File: config.mk
export PLATFORM = sky130hd
export DESIGN_NAME = lfsr_transpose_block_decrypt
export DESIGN_NICKNAME = d
export VERILOG_FILES = /design/src/rtl/ltbd_pkg.sv /design/src/rtl/ltbd_ctrl.sv /design/src/rtl/ltbd_dp.sv /design/src/rtl/lfsr_transpose_block_decrypt.sv
export SDC_FILE = /design/constraint.sdc
export NUM_CORES = 1
export LEC_CHECK = 0
export ABC_AREA = 1
export ABC_CLOCK_PERIOD_IN_PS = 2580
export BUFFER_PORTS_ARGS = -buffer_cell sky130_fd_sc_hd__buf_4
export CAP_MARGIN = 20
export CORE_MARGIN = 1.5
export CORE_UTILIZATION = 52
export DETAILED_ROUTE_END_ITERATION = 10
export GPL_TIMING_DRIVEN = 0
export HOLD_SLACK_MARGIN = 0.06
export PLACE_DENSITY_LB_ADDON = 0.08
export SLEW_MARGIN = 10
export SYNTH_ARGS = -nofsm -noshare
export SYNTH_HDL_FRONTEND = slang
export SYNTH_HIERARCHICAL = 1
export SYNTH_SLANG_ARGS = --single-unit
File: constraint.sdc
create_clock -name clk -period 2.58 [get_ports clk]
set_input_delay 0.516 -clock clk [delete_from_list [all_inputs] [get_ports clk]]
set_output_delay 0.516 -clock clk [all_outputs]
set_load 0.02 [all_outputs]
File: src/rtl/ltbd_pkg.sv
`timescale 1ns / 1ps
`default_nettype none
package ltbd_pkg;

	// Register indexes on the configuration channel
	localparam logic CfgKey  = 1'b0;
	localparam logic CfgMask = 1'b1;

	localparam int unsigned KeyW       = 64;
	localparam int unsigned MaskW      = 8;
	localparam int unsigned WarmSteps  = 256;
	localparam int unsigned CntW       = $clog2(WarmSteps);
	localparam int unsigned ByteIdxW   = 3;
	localparam logic [MaskW-1:0] MaskReset = 8'h35;

	// Controller to datapath commands
	typedef struct packed {
		logic                accept;
		logic                seed;
		logic                step;
		logic                capture;
		logic                emit;
		logic [ByteIdxW-1:0] byte_idx;
	} ltbd_cmd_t;

	// Datapath to controller status
	typedef struct packed {
		logic out_free;
	} ltbd_sts_t;

endpackage
`default_nettype wire

File: src/rtl/ltbd_ctrl.sv
`timescale 1ns / 1ps
`default_nettype none
module ltbd_ctrl (
	input  wire                 clk,
	input  wire                 arst_n,
	input  wire                 in_valid,
	input  wire                 first_block,
	output logic                in_stall,
	input  ltbd_pkg::ltbd_sts_t sts,
	output ltbd_pkg::ltbd_cmd_t cmd
);
	import ltbd_pkg::*;

	typedef enum logic [1:0] {
		ST_IDLE,
		ST_WARM,
		ST_RUN,
		ST_EMIT
	} state_t;

	state_t          state_q;
	logic [CntW-1:0] cnt_q;

	// Decode commands from the current state
	always_comb begin
		in_stall     = (state_q != ST_IDLE);
		cmd.accept   = (state_q == ST_IDLE) && in_valid;
		cmd.seed     = (state_q == ST_IDLE) && in_valid && first_block;
		cmd.step     = (state_q == ST_WARM) || (state_q == ST_RUN);
		cmd.capture  = (state_q == ST_RUN);
		cmd.emit     = (state_q == ST_EMIT) && sts.out_free;
		cmd.byte_idx = cnt_q[ByteIdxW-1:0];
	end

	// Sequence warm-up steps, eight keystream bytes, then the result beat
	always_ff @(posedge clk or negedge arst_n) begin
		if (!arst_n) begin
			state_q <= ST_IDLE;
			cnt_q   <= '0;
		end else begin
			unique case (state_q)
				ST_IDLE: begin
					cnt_q <= '0;
					if (in_valid) begin
						state_q <= first_block ? ST_WARM : ST_RUN;
					end
				end
				ST_WARM: begin
					cnt_q <= cnt_q + 1'b1;
					if (cnt_q == CntW'(WarmSteps - 1)) begin
						state_q <= ST_RUN;
					end
				end
				ST_RUN: begin
					cnt_q <= cnt_q + 1'b1;
					if (cnt_q[ByteIdxW-1:0] == '1) begin
						state_q <= ST_EMIT;
					end
				end
				ST_EMIT: begin
					if (sts.out_free) begin
						state_q <= ST_IDLE;
					end
				end
				default: state_q <= ST_IDLE;
			endcase
		end
	end

endmodule
`default_nettype wire

File: src/rtl/ltbd_dp.sv
`timescale 1ns / 1ps
`default_nettype none
module ltbd_dp (
	input  wire                          clk,
	input  wire                          arst_n,
	input  ltbd_pkg::ltbd_cmd_t          cmd,
	output ltbd_pkg::ltbd_sts_t          sts,
	input  wire                          cfg_valid,
	input  wire                          cfg_index,
	input  wire  [ltbd_pkg::KeyW-1:0]    cfg_data,
	input  wire  [ltbd_pkg::KeyW-1:0]    cipher_block,
	output logic [ltbd_pkg::KeyW-1:0]    plain_block,
	output logic                         out_valid,
	input  wire                          out_stall
);
	import ltbd_pkg::*;

	logic [KeyW-1:0]  key_q;
	logic [MaskW-1:0] mask_init_q;
	logic [KeyW-1:0]  ks_q;
	logic [MaskW-1:0] mask_q;
	logic [KeyW-1:0]  cipher_q;
	logic [KeyW-1:0]  src_q;
	logic [KeyW-1:0]  out_q;
	logic             out_valid_q;
	logic [KeyW-1:0]  ks_next;
	logic [KeyW-1:0]  seed_val;
	logic [KeyW-1:0]  plain_val;
	logic             mask_lsb;

	// One generator step: four passes of the byte-wise right shift
	function automatic logic [KeyW-1:0] gen_step(input logic [KeyW-1:0] r_in);
		logic [KeyW-1:0] r;
		logic [KeyW-1:0] n;
		logic            fb;
		r = r_in;
		for (int p = 0; p < 4; p++) begin
			fb = r[57] ^ r[59];
			n[7:0] = {fb, r[7:1]};
			for (int i = 1; i < 8; i++) begin
				n[8*i +: 8] = {r[8*(i-1)], r[8*i+1 +: 7]};
			end
			r = n;
		end
		return r;
	endfunction

	always_comb begin
		ks_next = gen_step(ks_q);
		for (int i = 0; i < 8; i++) begin
			seed_val[8*i +: 8] = key_q[8*i +: 8] + 8'd1;
		end
		// Transpose the 8x8 bit matrix and apply the mask
		for (int j = 0; j < 8; j++) begin
			for (int i = 0; i < 8; i++) begin
				plain_val[8*j+i] = src_q[8*i+j] ^ mask_q[i];
			end
		end
		mask_lsb     = mask_q[0];
		sts.out_free = !out_valid_q || !out_stall;
	end

	// Hold configuration registers
	always_ff @(posedge clk or negedge arst_n) begin
		if (!arst_n) begin
			key_q       <= '0;
			mask_init_q <= MaskReset;
		end else if (cfg_valid) begin
			unique case (cfg_index)
				CfgKey:  key_q       <= cfg_data;
				CfgMask: mask_init_q <= cfg_data[MaskW-1:0];
				default: ;
			endcase
		end
	end

	// Advance keystream register and mask
	always_ff @(posedge clk or negedge arst_n) begin
		if (!arst_n) begin
			ks_q   <= '0;
			mask_q <= '0;
		end else begin
			if (cmd.seed) begin
				ks_q   <= seed_val;
				mask_q <= mask_init_q;
			end else begin
				if (cmd.step) begin
					ks_q <= ks_next;
				end
				if (cmd.emit) begin
					mask_q <= {mask_lsb, mask_q[MaskW-1:1]} + {{(MaskW-1){1'b0}}, mask_lsb};
				end
			end
		end
	end

	// Capture the input beat, build the source bytes and register the result
	always_ff @(posedge clk) begin
		if (cmd.accept) begin
			cipher_q <= cipher_block;
		end
		if (cmd.capture) begin
			src_q[8*cmd.byte_idx +: 8] <= cipher_q[8*cmd.byte_idx +: 8] ^ ks_next[7:0];
		end
		if (cmd.emit) begin
			out_q <= plain_val;
		end
	end

	// Output register valid: set on emit, drop when the beat is taken
	always_ff @(posedge clk or negedge arst_n) begin
		if (!arst_n) begin
			out_valid_q <= 1'b0;
		end else if (cmd.emit) begin
			out_valid_q <= 1'b1;
		end else if (!out_stall) begin
			out_valid_q <= 1'b0;
		end
	end

	assign plain_block = out_q;
	assign out_valid   = out_valid_q;

endmodule
`default_nettype wire

File: src/rtl/lfsr_transpose_block_decrypt.sv
`timescale 1ns / 1ps
`default_nettype none
// Block decryptor for 8-byte blocks: each cipher byte is XORed with a keystream byte
// from a 64-bit shift register, the 8x8 bit matrix is transposed and every byte is
// XORed with a rotating mask. One keystream byte is produced per cycle: a block is
// taken while idle, its eight keystream bytes come in the run state and the result
// is registered in the emit state; a block with first_block set first reseeds from
// key_bytes and runs 256 warm-up steps. One block is in flight at a time; the output
// register lets the next block start while a result waits to be taken.
// Configuration (index 0 key_bytes, index 1 mask_init) is always ready and should be
// written only while no block is in flight.
module lfsr_transpose_block_decrypt (
	input  wire                       clk,
	input  wire                       arst_n,
	input  wire                       cfg_valid,
	output logic                      cfg_ready,
	input  wire                       cfg_index,
	input  wire  [ltbd_pkg::KeyW-1:0] cfg_data,
	input  wire                       in_valid,
	output logic                      in_stall,
	input  wire  [ltbd_pkg::KeyW-1:0] cipher_block,
	input  wire                       first_block,
	output logic                      out_valid,
	input  wire                       out_stall,
	output logic [ltbd_pkg::KeyW-1:0] plain_block
);
	import ltbd_pkg::*;

	ltbd_cmd_t cmd;
	ltbd_sts_t sts;

	assign cfg_ready = 1'b1;

	ltbd_ctrl u_ctrl (
		.clk         (clk),
		.arst_n      (arst_n),
		.in_valid    (in_valid),
		.first_block (first_block),
		.in_stall    (in_stall),
		.sts         (sts),
		.cmd         (cmd)
	);

	ltbd_dp u_dp (
		.clk          (clk),
		.arst_n       (arst_n),
		.cmd          (cmd),
		.sts          (sts),
		.cfg_valid    (cfg_valid),
		.cfg_index    (cfg_index),
		.cfg_data     (cfg_data),
		.cipher_block (cipher_block),
		.plain_block  (plain_block),
		.out_valid    (out_valid),
		.out_stall    (out_stall)
	);

endmodule
`default_nettype wire

Word-level counts from Yosys, hierarchy flattened:

Index checks and enable logic that the tools add are counted.

* register bits: 347
* bits of input ports: 135
* output and inout bits: 67
* logic and storage cells: 134

* add/subtract/negate cells: 11
* equality and inequality tests: 10
* shift operators: 3
* multiplexer cells: 14
* bitwise logic cells: 70
* reduce and logical (&&, ||, !) cells: 16

Operators with widths (count)
* 64-bit two-way mux: 2
* 8-bit by 1-bit adder with 8-bit output (second input constant): 9
* 1-bit bitwise XOR: 68
* 64-bit bitwise mux: 1
* 8-bit by 34-bit variable shift with 64-bit output (first input constant): 1
* 64-bit by 7-bit indexed part select with 8-bit output: 1
* 8-bit by 34-bit indexed part select with 64-bit output: 1
* 6-bit negation with 34-bit output: 1
* 8-bit two-way mux: 2
* 8-bit one-hot mux with 2 select lines: 1
* 2-bit two-way mux: 5
* 8-bit by 1-bit adder with 8-bit output: 1
* 8-bit == test (second input constant): 1
* 2-bit one-hot mux with 4 select lines: 1
* 2-bit nonzero test: 4
* 8-bit bitwise XOR: 1
* 2-bit by 1-bit != test with 1-bit output (second input constant): 3
* 2-bit == test (second input constant): 2
* 2-bit != test (second input constant): 2
* 2-bit AND reduction: 2
* 4-bit AND reduction: 1
* 3-bit == test (second input constant): 1
* 1-bit logical AND: 3
* 2-bit by 1-bit == test with 1-bit output (second input constant): 1
* 6 further kinds: 9

Depth between registers and ports, before layout:

* depth after elaboration: 5
* mapped depth: 13
* gate-level depth less buffers: 10

Cells and area by module:

The synthesis kept the hierarchy.

By module, submodules not included
* ltbd_dp: times used 1, cells each 1338, area each 14816.7 um^2, sequential area each 9374.0 um^2
* ltbd_ctrl: times used 1, cells each 97, area each 678.2 um^2, sequential area each 250.2 um^2
* lfsr_transpose_block_decrypt: times used 1, cells each 2, area each 11.3 um^2, sequential area each 0.0 um^2

Worst setup path before layout:

OpenSTA, ideal clock, no wires.

* path kind: reg-to-reg
* start point: register u_ctrl/cnt_q[0] (netlist name)
* end point: register u_dp.src_q[10], enable pin
* setup time: 383 ps
* data arrival time: 2412 ps
* required time: 2197 ps
* path slack: -215 ps
* cell stages (with the launch flop): 11
* buffers on the path: 5
* clock period less this slack: 2795 ps
* cells stage by stage: dfrtp_1 > buf_4 > buf_6 > inv_6 > buf_6 > buf_2 > ha_1 > ha_1 > inv_1 > buf_1 > nor3_1

RTL lines
* to (signal, indexed assignment): RTL line ltbd_dp.sv:103 `src_q[8*cmd.byte_idx +: 8] <= cipher_q[8*cmd.byte_idx +: 8] ^ ks_next[7:0];`
* to (decl): RTL line ltbd_dp.sv:23 `logic [KeyW-1:0] src_q;`

==> flow_summary.toml <==
[worst_setup_path]
critical-path-slowest-cell = "dfrtp_1"
required_ns = 2.80
worst_path_most_repeated_cell = "buf_6"
rr_startpoint = "u_ctrl/cnt_q[0]"
rr_worst_depth = 11
worstPathMaxFanout = 10
arrival_ns = 2.72
crit_chain = "buf_4 -> buf_6 -> inv_6 -> buf_6 -> buf_6 -> ha_2 -> buf_4 -> buf_6 -> nand2_1 -> nor3_4 -> buf_4"
critPathMaxStageDelay_ns = 0.35
start_kind = "register"
endpoint_kind = "register"
r2r_end = "u_dp/src_q[8]"
rrSetupSlack_ns = 0.08
critical_path.top_delay_family = "buffers and inverters"
crit_type = "register to register"
critical_path_buf_inv_count = 8

[logic_synthesis]
ys_seq_area_frac = 0.6207
syn_area_um2 = 15510
yosys.area.top_type_share = 0.3718
ys_ff_latch = 346
synth.distinct_cells = 38
synth.most_common_cell = "nand2_1"
synth_top_area_cell = "edfxtp_1"
yosys_warnings = 6
synth_ff_type = "edfxtp_1"
syn_inst = 1437
synth_top_cells_by_count = "242 x nand2_1, 192 x edfxtp_1, 159 x inv_1"
synth_edf_count = 192
syn-num-nets = 1591
async_flop_share = 0.4451
syn_avg_cell_area_um2 = 10.79
netlist_top_cells_area = "edfxtp_1 37%, dfrtp_1 24%, nand2_1 5.9%, xor2_1 4.4%, inv_1 3.8%"

[status]
status = "finished, final reports clean"

[die]
die_w_um = 175.7
io_pins = 202
dieArea_um2 = 30870
die_h_um = 175.7
fp.coreArea_um2 = 29480
floorplan.initialDensity = 0.5260
rows = 63

[global_routing]
grt_overflow = 0
grt_max_degree = 108
grt_pass1_wl_um = 55880
grt_pass1_vias = 10550
antenna_found_initial = 0
use_met1 = 0.3169
track_usage = 0.2351
grt_most_used_layer = "met2"
grtUsageMet3 = 0.03680
grtUsageMet2 = 0.3897

[sta]
max_freq_mhz = 400.7
relSlewSlack = 0.4560
timing.final.ws_setup_ns = 0.08436
skew_ns = 0.01154
hold_violations = 0
drv_slew = 0
tightest_slew_ns = 0.8159
fin_crit_sh = 0.9673
min_period_ns = 2.496
finalSetupViolCount = 0

[min_path]
hold-path-cell-count = 1
hold_class = "input port to register"
hold_end = "u_dp/cipher_q[25]"
hp-start = "cipher_block[25]"

[final_layout]
fin_cells = 2110
area_delta_synth_final_pct = 23.08
design_area_um2 = 19080
drive_gt1_frac = 0.2419
antenna_cells = 0
final_nets = 1849

[route]
drt.antenna.violating_nets = 0
wl_per_cell_um = 16.98
vias_per_cell = 5.255
drt_iter0_markers = 764
vias = 11090
wl_um = 35830
route.detailed.drc = 0
dr.pass1.iters = 5

[place]
io_buffers = 200
place_congestion = 0.8919
dp_slack_ns = -0.7957
dpl_cell_area_um2 = 17610
dp_hpwl_um = 25640
dp.cells = 2032

[clock_network]
clk_pin_slew_worst_paths_ns = 0.06
worst_skew_pair.late_latency_ns = 0.51
clk_path_buf_depth = 3
htreeDepth = 2
cts_tree = "done"
root_buffer = "clkbuf_16"
cts_sinks = 346
cts-buffers-inserted = 37

[pwr]
powerDensity_nw_per_um2 = 1135
peakVddDrop_v = 0.0005881
p_total_w = 0.02165
p_leak_nw = 8.416

[job]
maxCapViolations = 0
sequential cells by signal, indices dropped and copies added (netlist names):
signal,count
u_ctrl/cnt_q,8
u_ctrl/state_q,2
u_dp/cipher_q,64
u_dp/key_q,64
u_dp/ks_q,63
u_dp/mask_init_q,8
u_dp/mask_q,8
u_dp/out_valid,1
u_dp/plain_block,64
u_dp/src_q,64
logic make-up after synthesis:
family | after synthesis | synth area share
AOI/OAI and AO/OA | 180 | 0.07117
xor gates and xnor gates | 82 | 0.04632
adders and majority gates | 19 | 0.01533
buffers and inverters | 237 | 0.06552
DFF | 346 | 0.6207
muxes | 26 | 0.01888
other | 1 | 0.0002418
and+or+nand+nor | 546 | 0.1619
routing by layer:
layer / up-vias / share of wire
li1: 5357 / -
met1: 5314 / 0.43
met2: 343 / 0.48
met3: 74 / 0.057
met4: 0 / 0.029
met5: - / 0
layout by cell type (no fill, tap or decap), types with 7 or more instances in the layout:
cell type,synthesis,routed
a21oi_1,62,62
buf_2,31,27
buf_4,8,218
buf_6,7,10
clkbuf_1,17,25
clkbuf_16,0,37
clkinv_2,0,7
dfrtp_1,150,150
edfxtp_1,192,192
ha_1,19,17
inv_1,159,155
inv_2,8,10
mux2_2,26,26
nand2_1,242,241
nand2_2,10,10
nand3_1,92,92
nand3_2,11,11
nand3b_1,9,9
nand4_1,9,9
nand4_2,17,16
nor2_1,138,136
o21ai_0,56,56
o221ai_1,46,46
xor2_1,78,78
cell type report:
type | count | area [um^2]
fillers | 2387 | 10400
flip-flops and latches | 346 | 9624
multi-input cells | 854 | 4990
repair buffers | 220 | 1780
clock buffers | 48 | 977.2
inverters | 170 | 650.6
well taps | 390 | 488.0
plain buffers | 66 | 396.6
clock inverters | 16 | 177.7
power by group:
part / switching, W / internal [W]
registers: 0.000500 / 0.00740
clock network: 0.00204 / 0.00306
logic: 0.00578 / 0.00287
total: 0.00832 / 0.0133
what timing repair did:
action	in CTS	in global routing
setup endpoints to repair	81	72
hold buffers	1	0
resized for setup	27	11
pin swaps	8	4
buffers inserted	10	4
endpoints found under the hold margin	47	0
how the worst max path moves through the flow:
stage                    start        endpoint  slack (ns)  cells past startpoint
4_1_cts        u_ctrl/cnt_q[0]  u_dp/src_q[39]      -0.004                     11
5_1_grt        u_ctrl/cnt_q[2]  u_dp/src_q[38]       -0.01                      8
6_report       u_ctrl/cnt_q[0]   u_dp/src_q[8]        0.08                     11
2_1_floorplan  u_ctrl/cnt_q[0]  u_dp/src_q[10]       -0.22                     10
3_5_place_dp   u_ctrl/cnt_q[0]  u_dp/src_q[12]       -0.80                     10
3_3_place_gp   u_ctrl/cnt_q[0]  u_dp/src_q[24]       -0.79                     10
stage by stage:
stage | utilization | setup TNS, ns | hold WS (ns)
finish | 0.6474 | 0 | 0.1848
global route | 0.6474 | -0.1146 | 0.1642
CTS | 0.6454 | -0.01830 | 0.1649
detailed placement | 0.5975 | -35.92 | 0.4492
global placement | 0.5937 | -68.82 | 0.4680
floorplan | - | -9.312 | 0.2204
No activity file was read; power rests on OpenSTA's default activity.
